===== config.mk =====
export PLATFORM = sky130hd
export DESIGN_NAME = pga_obuf
export DESIGN_NICKNAME = d
export VERILOG_FILES = /design/src/pga_pkg.sv /design/src/pga_obuf.sv
export SDC_FILE = /design/constraint.sdc
export NUM_CORES = 1
export LEC_CHECK = 0
export BUFFER_PORTS_ARGS = -buffer_cell sky130_fd_sc_hd__buf_2
export CORE_UTILIZATION = 56
export CTS_CLUSTER_SIZE = 24
export DETAILED_ROUTE_END_ITERATION = 12
export PLACE_DENSITY = 0.88
export SLEW_MARGIN = 20
export SYNTH_ARGS = -nofsm -noshare
export SYNTH_HDL_FRONTEND = slang
export SYNTH_SLANG_ARGS = --single-unit

===== constraint.sdc =====
create_clock -name clk -period 7.1 [get_ports clk]
set_input_delay 0 -clock clk [delete_from_list [all_inputs] [get_ports clk]]
set_output_delay 0 -clock clk [all_outputs]
set_load 0.02 [all_outputs]

===== src/pga_pkg.sv =====
// ----------------------------------------------------------------------------
// pga_pkg
// Shared widths, register codes and sideband types for the pairwise gravity
// acceleration pipeline.
// ----------------------------------------------------------------------------
package pga_pkg;

  // Fixed point format of all values
  localparam int FRAC_BITS  = 16;
  localparam int DW         = 32;

  // Configuration port
  localparam int CFG_ADDR_W = 1;
  localparam int CFG_W      = 32;

  typedef enum logic [CFG_ADDR_W-1:0] {
    REG_GRAV_CONST = 1'b0,
    REG_MIN_DIST   = 1'b1
  } cfg_reg_t;

  // Datapath widths
  localparam int MAG_W    = DW + 1;                  // |delta|, below 2^32
  localparam int GM_W     = 2 * DW;                  // G * m
  localparam int SUM_W    = 2 * MAG_W;               // dx^2 + dy^2
  localparam int ROOT_W   = 34;                      // floor(sqrt(sum))
  localparam int SQ_STEPS = ROOT_W;                  // one root bit per stage
  localparam int SQ_W     = 2 * ROOT_W;              // trial value width
  localparam int D2_W     = 2 * ROOT_W;              // d^2
  localparam int DEN_W    = D2_W + ROOT_W;           // d^3
  localparam int NUM_W    = GM_W + MAG_W + FRAC_BITS; // G*m*|delta| << frac
  localparam int QUO_W    = DW;                      // quotient bits kept
  localparam int CMP_W    = DEN_W + QUO_W;           // shifted divisor width
  localparam int PP_W     = DW + MAG_W;              // half-width partial product

  // Sideband that rides along the square root stages
  typedef struct packed {
    logic [MAG_W-1:0] adx;
    logic [MAG_W-1:0] ady;
    logic             xneg;   // result x is negative (dx > 0)
    logic             yneg;
    logic [GM_W-1:0]  gm;
  } side_t;

  // Per-item flags that ride along the divider stages
  typedef struct packed {
    logic neg;
    logic ovf;
    logic zero;
  } div_flag_t;

  // One result item
  typedef struct packed {
    logic signed [DW-1:0] accel_x;
    logic signed [DW-1:0] accel_y;
    logic                 saturated;
  } result_t;

endpackage


===== src/pga_obuf.sv =====
// ----------------------------------------------------------------------------
// pga_obuf
// Two-entry output buffer between the pipeline and the result channel.
// ----------------------------------------------------------------------------
module pga_obuf (
  input  logic               clk,
  input  logic               rst_n,
  input  logic               push,
  input  pga_pkg::result_t   push_data,
  output logic               full,
  output logic               out_valid,
  input  logic               out_ready,
  output pga_pkg::result_t   out_data
);
  import pga_pkg::*;

  result_t     mem_r [2];
  logic        wr_ptr_r;
  logic        rd_ptr_r;
  logic [1:0]  cnt_r;
  logic [1:0]  cnt_nxt;
  logic        pop;

  assign pop       = (cnt_r != 2'd0) && out_ready;
  assign full      = cnt_r == 2'd2;
  assign out_valid = cnt_r != 2'd0;
  assign out_data  = mem_r[rd_ptr_r];

  // Occupancy
  always_comb begin
    cnt_nxt = cnt_r;
    if (push && !pop) begin
      cnt_nxt = cnt_r + 2'd1;
    end else if (pop && !push) begin
      cnt_nxt = cnt_r - 2'd1;
    end
  end

  always_ff @(posedge clk) begin
    if (!rst_n) begin
      cnt_r    <= 2'd0;
      wr_ptr_r <= 1'b0;
      rd_ptr_r <= 1'b0;
    end else begin
      cnt_r <= cnt_nxt;
      if (push) begin
        wr_ptr_r <= ~wr_ptr_r;
      end
      if (pop) begin
        rd_ptr_r <= ~rd_ptr_r;
      end
    end
  end

  // Storage
  always_ff @(posedge clk) begin
    if (push) begin
      mem_r[wr_ptr_r] <= push_data;
    end
  end

endmodule


* Yosys cells after proc, flatten, opt, wreduce, memory -nomap -nowiden
Memory sizes are Yosys's and may differ from the RTL's. A register that Yosys moved wholly into a read port is not among the register bits.
Index checks and enable logic that the tools add are counted.
** Storage, ports and cells
- Bits in registers :: 4
- Output and inout bits :: 67
- Memories kept :: 1
- Logic and storage cells :: 22
- Memory bits (writable) :: 130
- Input bits :: 69
** Cells by class
- Reduce and logical (&&, ||, !) cells :: 7
- Add/sub/neg operators :: 2
- Eq/ne operators :: 1
- Bitwise operators :: 2
- Mux-type cells :: 6
** Memories
- mem_r :: depth 2, width 65, rd ports 1, clocked after Yosys merged registers in 1, write ports 1, RTL line pga_obuf.sv:17 : result_t mem_r [2];
** Operator list (count)
- 2-to-1 mux 1 bit :: 4
- 2-to-1 mux 2 bit :: 2
- nonzero test 2 bit :: 2
- logical AND 1 bit :: 3
- adder 2 x 1 -> 2 bit (second input constant) :: 1
- equality test 2 bit (second input constant) :: 1
- logical NOT 1 bit :: 2
- NOT 1 bit :: 2
- subtractor 2 x 1 -> 2 bit (second input constant) :: 1

* Logic depth before layout (Yosys ltp)
Gate-level depths: netlist (run 1).
- Depth in word-level cells :: 5
- Depth in mapped cells :: 5
- Depth with buffers taken out :: 5

* Worst setup path after synthesis (run 1)
OpenSTA, ideal clock, no wires.
- Path kind :: reg2reg
- Start :: register wr_ptr_r
- End :: memory mem_r[0][0] in the netlist's numbering, enable pin
- Stages on the path, launching flop included :: 2
- Data required time :: 6603 ps
- Setup time :: 497 ps
- Arrival time :: 3217 ps
- Clock period less this slack :: 3714 ps
- Buffers on the path :: 0
- Setup slack :: 3386 ps
- Cell sequence :: dfxtp_1 nor2b_1
** RTL lines
- from (decl) :: RTL line pga_obuf.sv:18 : logic wr_ptr_r;
- from (signal assigned) :: RTL line pga_obuf.sv:47 : wr_ptr_r <= ~wr_ptr_r;
- to (decl) :: RTL line pga_obuf.sv:17
No word-level cell before the write port.

==> results of run 1 <==
[power groups by stage]
stage,Sequential (uW),Clock (uW),Combinational (uW)
3_3_place_gp,989,0,493
6_report,976,986,537
2_1_floorplan,960,0,400
5_1_grt,986,1030,573
3_5_place_dp,994,0,501
4_1_cts,978,991,534
[cell usage after synthesis]
library cell / number
xnor2_1: 2
xor2_1: 1
buf_6: 5
dfxtp_1: 5
mux2_2: 65
edfxtp_1: 130
ha_1: 1
o21ai_1: 1
nor2b_1: 3
or2_2: 1
buf_2: 1
o21a_1: 1
a21boi_1: 1
or3_1: 1
and2_1: 4
buf_4: 1
o21ai_0: 1
[flip-flops by register name, indices dropped and copies added (netlist names), named ones only]
name and flops:
wr_ptr_r 1, mem_r 130, rd_ptr_r 1, cnt_r 2
[cell families after synthesis]
logic type,count (synthesis)
compound gates,4
xor+xnor,3
mux,65
buf+inv,7
flops,135
fa+ha+maj,1
simple gates,9
[worst min-delay path by stage]
stage	slack, ns	to
after global placement	0.19	mem_r[1][60]
after global routing	0.07	flop
after floorplan	0.1	mem_r[0][0]
after detailed placement	0.19	mem_r[0][60]
final	0.07	flop
after CTS	0.04	flop
[tightest hold or removal path, delay by kind of cell]
| family | cells | cell delay, ns |
|---|---|---|
| xor gates and xnor gates | 1 | 0.17 |
| AOI/OAI and AO/OA | 1 | 0.12 |
| buffers and inverters | 1 | 0.08 |
| and+or+nand+nor | 1 | 0.16 |
[layer usage]
metal  vias up  track usage  wire (um)
li1       1327            -          -
met1      1375       0.2733       3916
met2       113       0.4161       5430
met3        10      0.05766        488
met4         0      0.08085         99
met5         -            0          0
[per-stage QoR]
step / instances / power (uW) / hold slack [ns]
6_report: 556 / 2500 / 0.06898
3_3_place_gp: 459 / 1482 / 0.1868
4_1_cts: 556 / 2503 / 0.03804
3_5_place_dp: 459 / 1495 / 0.1912
2_1_floorplan: 224 / 1360 / 0.09887
5_1_grt: 556 / 2589 / 0.07120
[layout make-up]
| type | count | area, um2 | share of cell area |
|---|---|---|---|
| multi-input combinational | 82 | 862.1 | 0.1227 |
| sequential | 135 | 4005 | 0.5699 |
| tap | 105 | 131.4 | 0.01869 |
| clock buffer | 17 | 414.1 | 0.05893 |
| timing repair buffer | 204 | 1361 | 0.1937 |
| clock inverter | 13 | 254.0 | 0.03614 |
==> impl_metrics.env, run 1 <==
export IMPL_synth_compound_area_frac=0.005081
export IMPL_synth_area_per_cell_um2=21.99
export IMPL_track_usage=0.2324
export IMPL_grt_pass1_wl_mm=14.95
export IMPL_tightest_slew_ns=0.9094
export IMPL_reg2reg_slack_ns=5.14
export IMPL_p_leak_uw=0.002702
export IMPL_io_pins=136
export IMPL_slowest_delay_ns=0.82
export IMPL_drt_total_wl_mm=9.936
export IMPL_finish_instance_area_mm2=0.007028
export IMPL_fin_worst_skew_ns=0.006952
export IMPL_crit_end="out_data[22]"
export IMPL_clock_sinks=135
export IMPL_setup_viol=0
export IMPL_drc=0
export IMPL_port_buffers=135
export IMPL_max_freq_ghz=0.4078
export IMPL_path_depth=3
export IMPL_clkTransAtPathRegs_ns=0.06
export IMPL_synth_area_mm2=0.004925
export IMPL_hold_buffers=67
export IMPL_numCtsBuffers=17
export IMPL_hold_class="in -> reg"
export IMPL_gp_congestion=0.6765
export IMPL_areaGrowthSynthToFinish_pct=42.71
export IMPL_n_antenna_cell=0
export IMPL_fin_util=0.8385
export IMPL_synth_simple_gate_area_frac=0.01143
export IMPL_die_y_um=95.78
export IMPL_min_from="out_ready"
export IMPL_num_rows=33
export IMPL_synth_top_cell_area_share=0.7927
export IMPL_cp_top_family="flip-flops"
export IMPL_post_cts_setup_buffers=0
export IMPL_place_area_mm2=0.005689
export IMPL_fin_crit_sh=0.3454
export IMPL_synth_mux_area_frac=0.1486
export IMPL_slew_viol_final=0
export IMPL_dr_total_vias=2825
export IMPL_clkPwrFrac=0.394
export IMPL_setup_ws_ns=4.648
export IMPL_yosysTopAreaCell="edfxtp_1"
export IMPL_drive_above_1_share=0.5211
export IMPL_synthAdderAreaFrac=0.002541
export IMPL_cts_root_buffer="clkbuf_8"
export IMPL_swShare=0.2595
export IMPL_layout_common_cells="buf_2 (135), edfxtp_1 (130), dlygate4sd3_1 (67)"
export IMPL_cts_tree="built"
export IMPL_coreArea_mm2=0.008382
export IMPL_synth_xor_xnor_area_share=0.005335
export IMPL_min_path_cells=4
export IMPL_grt_ovfl_total=0
export IMPL_ys_types=17
export IMPL_max_cap_violations=0
export IMPL_grt_start_max_net_pins=66
export IMPL_worstSetupEndpointType="primary output"
export IMPL_clk_path_buf_depth=2
export IMPL_startpoint_type="flop"
export IMPL_ys_warn_count=0
export IMPL_cp_arrival_ns=2.45
export IMPL_p_int_uw=1851
export IMPL_crit_slowest_cell="dfxtp_2"
export IMPL_r2r_end="mem_r[0][9]"
export IMPL_hpwlAfterDp_mm=5.343
export IMPL_post_place_ws_ns=5.108
export IMPL_layout_commonest_cell="buf_2"
export IMPL_irDropWorstVdd_uv=249.5
export IMPL_vias_per_cell=5.081
export IMPL_synth_seq_area_share=0.8130
export IMPL_reg2reg_from="wr_ptr_r"
export IMPL_setup_tns_ns=0
export IMPL_synth_area_leaders="edfxtp_1 (79%), mux2_2 (15%), dfxtp_1 (2.0%), buf_6 (1.1%), and2_1 (0.51%)"
export IMPL_start_util=0.5876
export IMPL_synth_top_family_by_area="multiplexers"
export IMPL_slew_headroom=0.3937
export IMPL_first_pass_iters=4
export IMPL_synth_nets=294
export IMPL_wl_per_cell_um=17.87
export IMPL_cp_num_buf_inv=2
export IMPL_fin_nets=510
export IMPL_power_density_mw_per_mm2=355.7
export IMPL_grt_pass1_vias=2978
export IMPL_crit_type="reg -> out"
export IMPL_crit_chain="buf_4 -> mux2_2 -> buf_2"
export IMPL_crit_path_max_fanout=34
export IMPL_ant_nets=0
export IMPL_finalHoldViolCount=0
export IMPL_min_period_ns=2.452
export IMPL_drtIter0Drc=121
export IMPL_p_sw_uw=648.7
export IMPL_htree_num_levels=4
export IMPL_clk_latency_ns=0.49
export IMPL_die_width_um=95.78
export IMPL_ctsResizeCount=0
export IMPL_rsz0062_at_grt="false"
export IMPL_combPwrFrac=0.215
export IMPL_seqPwrFrac=0.391
export IMPL_die_area_mm2=0.009173
export IMPL_required_ns=7.10
export IMPL_n_fill_cell=387
export IMPL_antenna_found_initial=0
export IMPL_synth_cells=224
export IMPL_reg2reg_depth=2
export IMPL_ys_ff_latch=135
export IMPL_status="finished, final reports clean"
(Power assumes the default switching activity.)
==> run 2, diff against run 1 <==
--- a/config.mk
+++ b/config.mk
@@ -6,10 +6,10 @@
 export NUM_CORES = 1
 export LEC_CHECK = 0
 export BUFFER_PORTS_ARGS = -buffer_cell sky130_fd_sc_hd__buf_2
-export CORE_UTILIZATION = 56
+export CORE_UTILIZATION = 47
 export CTS_CLUSTER_SIZE = 24
 export DETAILED_ROUTE_END_ITERATION = 12
-export PLACE_DENSITY = 0.88
+export PLACE_DENSITY = 0.79
 export SLEW_MARGIN = 20
 export SYNTH_ARGS = -nofsm -noshare
 export SYNTH_HDL_FRONTEND = slang
==> constraint.sdc (replaced) <==
create_clock -name clk -period 2 [get_ports clk]
set_input_delay 0 -clock clk [delete_from_list [all_inputs] [get_ports clk]]
set_output_delay 0 -clock clk [all_outputs]
set_load 0.02 [all_outputs]
==> run 2 against run 1 <==
Net effect: power grew to 3.4 times the previous value; via count is 0.14% lower; critical path depth stayed put; routed wire length is 6.1% lower; combinational power grew to 3.8 times the previous value; cell count is 6.8% higher; setup slack worse by 4.5 ns; critical endpoint is now out_data[3].
==> impl_metrics.env, run 2 (synthesis results as in run 1) <==
export IMPL_crit_path_max_fanout=34
export IMPL_grt_pass1_wl_mm=14.61
export IMPL_tightest_slew_ns=0.5038
export IMPL_wl_per_cell_um=15.71
export IMPL_setup_viol=0
export IMPL_rsz0062_at_grt="false"
export IMPL_fin_nets=516
export IMPL_grt_start_max_net_pins=38
export IMPL_n_antenna_cell=0
export IMPL_layout_commonest_cell="buf_2"
export IMPL_post_cts_setup_buffers=0
export IMPL_setup_tns_ns=0
export IMPL_fin_crit_sh=0.9077
export IMPL_numCtsBuffers=17
export IMPL_max_freq_ghz=0.5509
export IMPL_io_pins=136
export IMPL_die_width_um=104.4
export IMPL_min_from="push_data[1]"
export IMPL_clkTransAtPathRegs_ns=0.05
export IMPL_dr_total_vias=2821
export IMPL_clock_sinks=135
export IMPL_finalHoldViolCount=0
export IMPL_htree_num_levels=4
export IMPL_crit_type="reg -> out"
export IMPL_reg2reg_from="cnt_r[0]"
export IMPL_clk_latency_ns=0.51
export IMPL_num_rows=37
export IMPL_drtIter0Drc=147
export IMPL_track_usage=0.1820
export IMPL_power_density_mw_per_mm2=1213
export IMPL_ant_nets=0
export IMPL_whs_ns=0.2145
export IMPL_vias_per_cell=4.749
export IMPL_max_cap_violations=0
export IMPL_cts_tree="built"
export IMPL_layout_common_cells="buf_2 (135), edfxtp_1 (130), dlygate4sd3_1 (69)"
export IMPL_drc=0
export IMPL_top_register="mem_r"
export IMPL_largest_reg_flops=130
export IMPL_reg2reg_depth=4
export IMPL_p_leak_uw=0.002703
export IMPL_slew_headroom=0.6641
export IMPL_status="finished, final reports clean"
export IMPL_grt_ovfl_total=0
export IMPL_port_buffers=135
export IMPL_slew_viol_final=0
export IMPL_worstSetupEndpointType="primary output"
export IMPL_clk_path_buf_depth=2
export IMPL_drive_above_1_share=0.5175
export IMPL_cp_arrival_ns=1.82
export IMPL_first_pass_iters=6
export IMPL_drt_total_wl_mm=9.329
export IMPL_die_area_mm2=0.01089
export IMPL_coreArea_mm2=0.01023
export IMPL_min_period_ns=1.815
export IMPL_cts_root_buffer="clkbuf_8"
export IMPL_reg2reg_slack_ns=0.50
export IMPL_hold_end="mem_r[0][1]"
export IMPL_biggestRegsByFlops="mem_r: 130 flops, cnt_r: 2 flops"
export IMPL_areaGrowthSynthToFinish_pct=43.24
export IMPL_hpwlAfterDp_mm=5.226
export IMPL_antenna_found_initial=0
export IMPL_final_cells=594
export IMPL_hold_buffers=69
export IMPL_required_ns=2.00
export IMPL_gp_congestion=0.6778
export IMPL_ctsResizeCount=0
export IMPL_start_util=0.4814
export IMPL_startpoint_type="flop"
export IMPL_min_path_cells=2
export IMPL_die_y_um=104.4
export IMPL_placedCellCount=494
export IMPL_grt_pass1_vias=3054
export IMPL_power_uw=8555
export IMPL_fin_worst_skew_ns=0.008115
export IMPL_irDropWorstVdd_uv=726.9
export IMPL_hold_class="in -> reg"
## run 2: cell count changes in the layout (fill, tap and decap cells not counted), sizes merged
cell and change:
clkinv -2, clkbuf +4, buf +4, clkinvlp +1
dlygate4sd3 +2, bufinv -2
## run 2: stage by stage
stage | worst slack (ns) | cell area [um2] | util
after floorplan | 0.2738 | 4933 | -
after global placement | 0.6396 | 5757 | 0.5627
after detailed placement | 0.5884 | 5757 | 0.5627
after CTS | 0.1753 | 7054 | 0.6895
after global routing | 0.1177 | 7054 | 0.6895
final | 0.1847 | 7054 | 0.6895
## run 2: worst max-delay path, stage by stage (launching register included)
cell	delay [ns]
dfxtp_2	0.32
buf_4	0.39
mux2_2	0.42
buf_2	0.17
## run 2: area by class of cell
cell class	instances	area, um2
Tap cell	136	170.2
Multi-Input combinational cell	82	860.8
Timing Repair Buffer	210	1411
Clock inverter	10	177.7
Clock buffer	21	429.2
Fill cell	649	3177
Sequential cell	135	4005
## run 2: power by group
part           switching [uW]  internal, uW  total, uW
combinational            1110           908       2020
clock                    1040          2130       3180
sequential               64.0          3300       3360
## run 2: worst max-delay path by stage
stage / start / end / slack (ns) / depth (start not counted)
after floorplan: wr_ptr_r / mem_r[0][0] / 0.27 / 1
after global placement: cnt_r[0] / cnt_r[1] / 0.64 / 4
after detailed placement: cnt_r[0] / cnt_r[1] / 0.59 / 4
after CTS: flop / out_data[55] / 0.18 / 3
after global routing: flop / out_data[3] / 0.12 / 3
final: flop / out_data[3] / 0.18 / 3
## run 2: metal layers
layer / vias to the layer above / track usage / part of all wire
li1: 1331 / - / -
met1: 1379 / 0.1954 / 0.38
met2: 100 / 0.3231 / 0.54
met3: 11 / 0.06516 / 0.060
met4: 0 / 0.07551 / 0.013
met5: - / 0 / 0
==> run 3, diff against run 2 <==
--- a/config.mk
+++ b/config.mk
@@ -5,11 +5,12 @@
 export SDC_FILE = /design/constraint.sdc
 export NUM_CORES = 1
 export LEC_CHECK = 0
+export ABC_AREA = 1
 export BUFFER_PORTS_ARGS = -buffer_cell sky130_fd_sc_hd__buf_2
 export CORE_UTILIZATION = 47
 export CTS_CLUSTER_SIZE = 24
 export DETAILED_ROUTE_END_ITERATION = 12
-export PLACE_DENSITY = 0.79
+export PLACE_DENSITY = 0.78
 export SLEW_MARGIN = 20
 export SYNTH_ARGS = -nofsm -noshare
 export SYNTH_HDL_FRONTEND = slang
==> run 3 against run 2 <==
Net effect: count of clock-buffer cells in the layout increased by 2; register-to-register slack improved by 0.10 ns; final area increased by 2.5%; global-route usage decreased by 0.53 points; flip-flop and latch count unchanged; largest cell class unchanged; largest power group unchanged.
==> impl_metrics.env, run 3 <==
export IMPL_status="finished, final reports clean"
export IMPL_p_leak_uw=0.002884
export IMPL_synth_seq_area_share=0.7803
export IMPL_synth_area_leaders="edfxtp_1 (76%), mux2_4 (15%), mux2_2 (3.3%), dfxtp_1 (2.0%), buf_6 (1.3%)"
export IMPL_drive_above_1_share=0.5000
export IMPL_ys_ff_latch=135
export IMPL_wl_per_cell_um=15.69
export IMPL_required_ns=2.00
export IMPL_antenna_found_initial=0
export IMPL_grt_use_met1=0.1961
export IMPL_n_antenna_cell=0
export IMPL_ctsResizeCount=0
export IMPL_synth_nets=308
export IMPL_crit_type="reg -> out"
export IMPL_grt_start_max_net_pins=39
export IMPL_hold_buffers=68
export IMPL_startpoint_type="flop"
export IMPL_yosysTopAreaCell="edfxtp_1"
export IMPL_top_usage_layer="met2"
export IMPL_grt_ovfl_total=0
export IMPL_dr_total_vias=2871
export IMPL_hold_class="in -> reg"
export IMPL_htree_num_levels=4
export IMPL_clock_sinks=135
export IMPL_grt_pass1_vias=3042
export IMPL_vias_per_cell=4.722
export IMPL_synth_main_ff_cell="edfxtp_1"
export IMPL_synth_top_cell_area_share=0.7608
export IMPL_min_period_ns=1.899
export IMPL_layout_common_cells="buf_2 (135), edfxtp_1 (130), dlygate4sd3_1 (68)"
export IMPL_post_cts_setup_buffers=0
export IMPL_clk_path_buf_depth=2
export IMPL_ant_nets=0
export IMPL_coreArea_mm2=0.01046
export IMPL_fin_worst_skew_ns=0.006711
export IMPL_drt_total_wl_mm=9.540
export IMPL_synth_area_mm2=0.005131
export IMPL_tightest_slew_ns=0.5256
export IMPL_num_rows=37
export IMPL_die_y_um=106.5
export IMPL_start_util=0.4904
export IMPL_drtIter0Drc=95
export IMPL_areaGrowthSynthToFinish_pct=40.94
export IMPL_grt_pass1_wl_mm=14.57
export IMPL_drc=0
export IMPL_rsz0062_at_grt="false"
export IMPL_power_density_mw_per_mm2=1018
export IMPL_gp_congestion=0.6798
export IMPL_power_uw=7359
export IMPL_fin_crit_sh=0.9496
export IMPL_port_buffers=135
export IMPL_die_area_mm2=0.01134
export IMPL_synth_cells=238
export IMPL_fin_nets=529
export IMPL_cp_arrival_ns=1.90
export IMPL_slew_viol_final=0
export IMPL_die_width_um=106.5
export IMPL_clkTransAtPathRegs_ns=0.06
export IMPL_biggestRegsByFlops="mem_r: 130 flops, cnt_r: 2 flops"
export IMPL_use_met3=0.05825
export IMPL_ys_warn_count=0
export IMPL_layout_commonest_cell="buf_2"
export IMPL_irDropWorstVdd_uv=556.7
export IMPL_clk_latency_ns=0.51
export IMPL_slew_headroom=0.6496
export IMPL_max_freq_ghz=0.5265
export IMPL_setup_viol=0
export IMPL_synth_area_per_cell_um2=21.56
export IMPL_cts_root_buffer="clkbuf_8"
export IMPL_synth_most_common_cell="edfxtp_1"
export IMPL_first_pass_iters=6
export IMPL_numCtsBuffers=17
export IMPL_yosys_top_cells_count="edfxtp_1 (130), mux2_4 (50), mux2_2 (15)"
export IMPL_largest_reg_flops=130
export IMPL_io_pins=136
export IMPL_ys_types=15
export IMPL_finalHoldViolCount=0
export IMPL_gr_usage_met2=0.3210
export IMPL_worstSetupEndpointType="primary output"
export IMPL_cts_tree="built"
export IMPL_track_usage=0.1768
export IMPL_synth_edff_count=130
export IMPL_top_register="mem_r"
export IMPL_setup_tns_ns=0
export IMPL_hpwlAfterDp_mm=5.727
export IMPL_crit_path_max_fanout=27
export IMPL_synth_async_reset_ratio=0
export IMPL_max_cap_violations=0
[run 3: metrics by stage]
stage	hold slack (ns)	util	setup WS [ns]	instance area [um2]	std cells
2_1_floorplan	0.09887	-	0.2253	5142	238
3_3_place_gp	0.1881	0.5737	0.6332	6002	508
3_5_place_dp	0.1912	0.5737	0.6208	6002	508
4_1_cts	0.1870	0.6912	0.07293	7232	608
5_1_grt	0.1812	0.6912	0.01996	7232	608
6_report	0.2140	0.6912	0.1007	7232	608
[run 3: final timing paths]
path | from | endpoint | slack, ns | cells after the start
setup / recovery | flop | out_data[21] | 0.10 | 3
hold / removal | push_data[15] | mem_r[1][15] | 0.21 | 2
setup reg to reg | cnt_r[0] | cnt_r[1] | 0.60 | 8
hold reg to reg | rd_ptr_r | flop | 0.51 | 2
[run 3: where the power goes]
group | internal (uW) | switching, uW
combinational | 568 | 589
clock | 1790 | 1050
sequential | 3280 | 76.4
[run 3: metal layers]
layer	share of wire	vias up
met4	0.0084	0
met2	0.54	102
met5	0	-
met1	0.41	1394
met3	0.050	10
li1	-	1365
[run 3: kinds of logic after synthesis]
kind of cell,Yosys count,share of synthesized area
flops,135,0.7803
mux,65,0.1792
simple gates,19,0.01463
buf+inv,15,0.01999
compound gates,3,0.003412
fa+ha+maj,1,0.002438
[run 3: final cells by class]
class	instances	area [um2]
inverter	8	33.78
sequential	135	4008
fill	697	3231
tap	136	170.2
timing repair buffer	209	1439
multi-input combinational	88	1032
clock buffer	23	446.7
clock inverter	9	102.6
[run 3: critical path, cell delays in order, from the launching register on]
cell and delay [ns]:
dfxtp_4 0.59, buf_12 0.28, mux2_4 0.33, buf_2 0.16
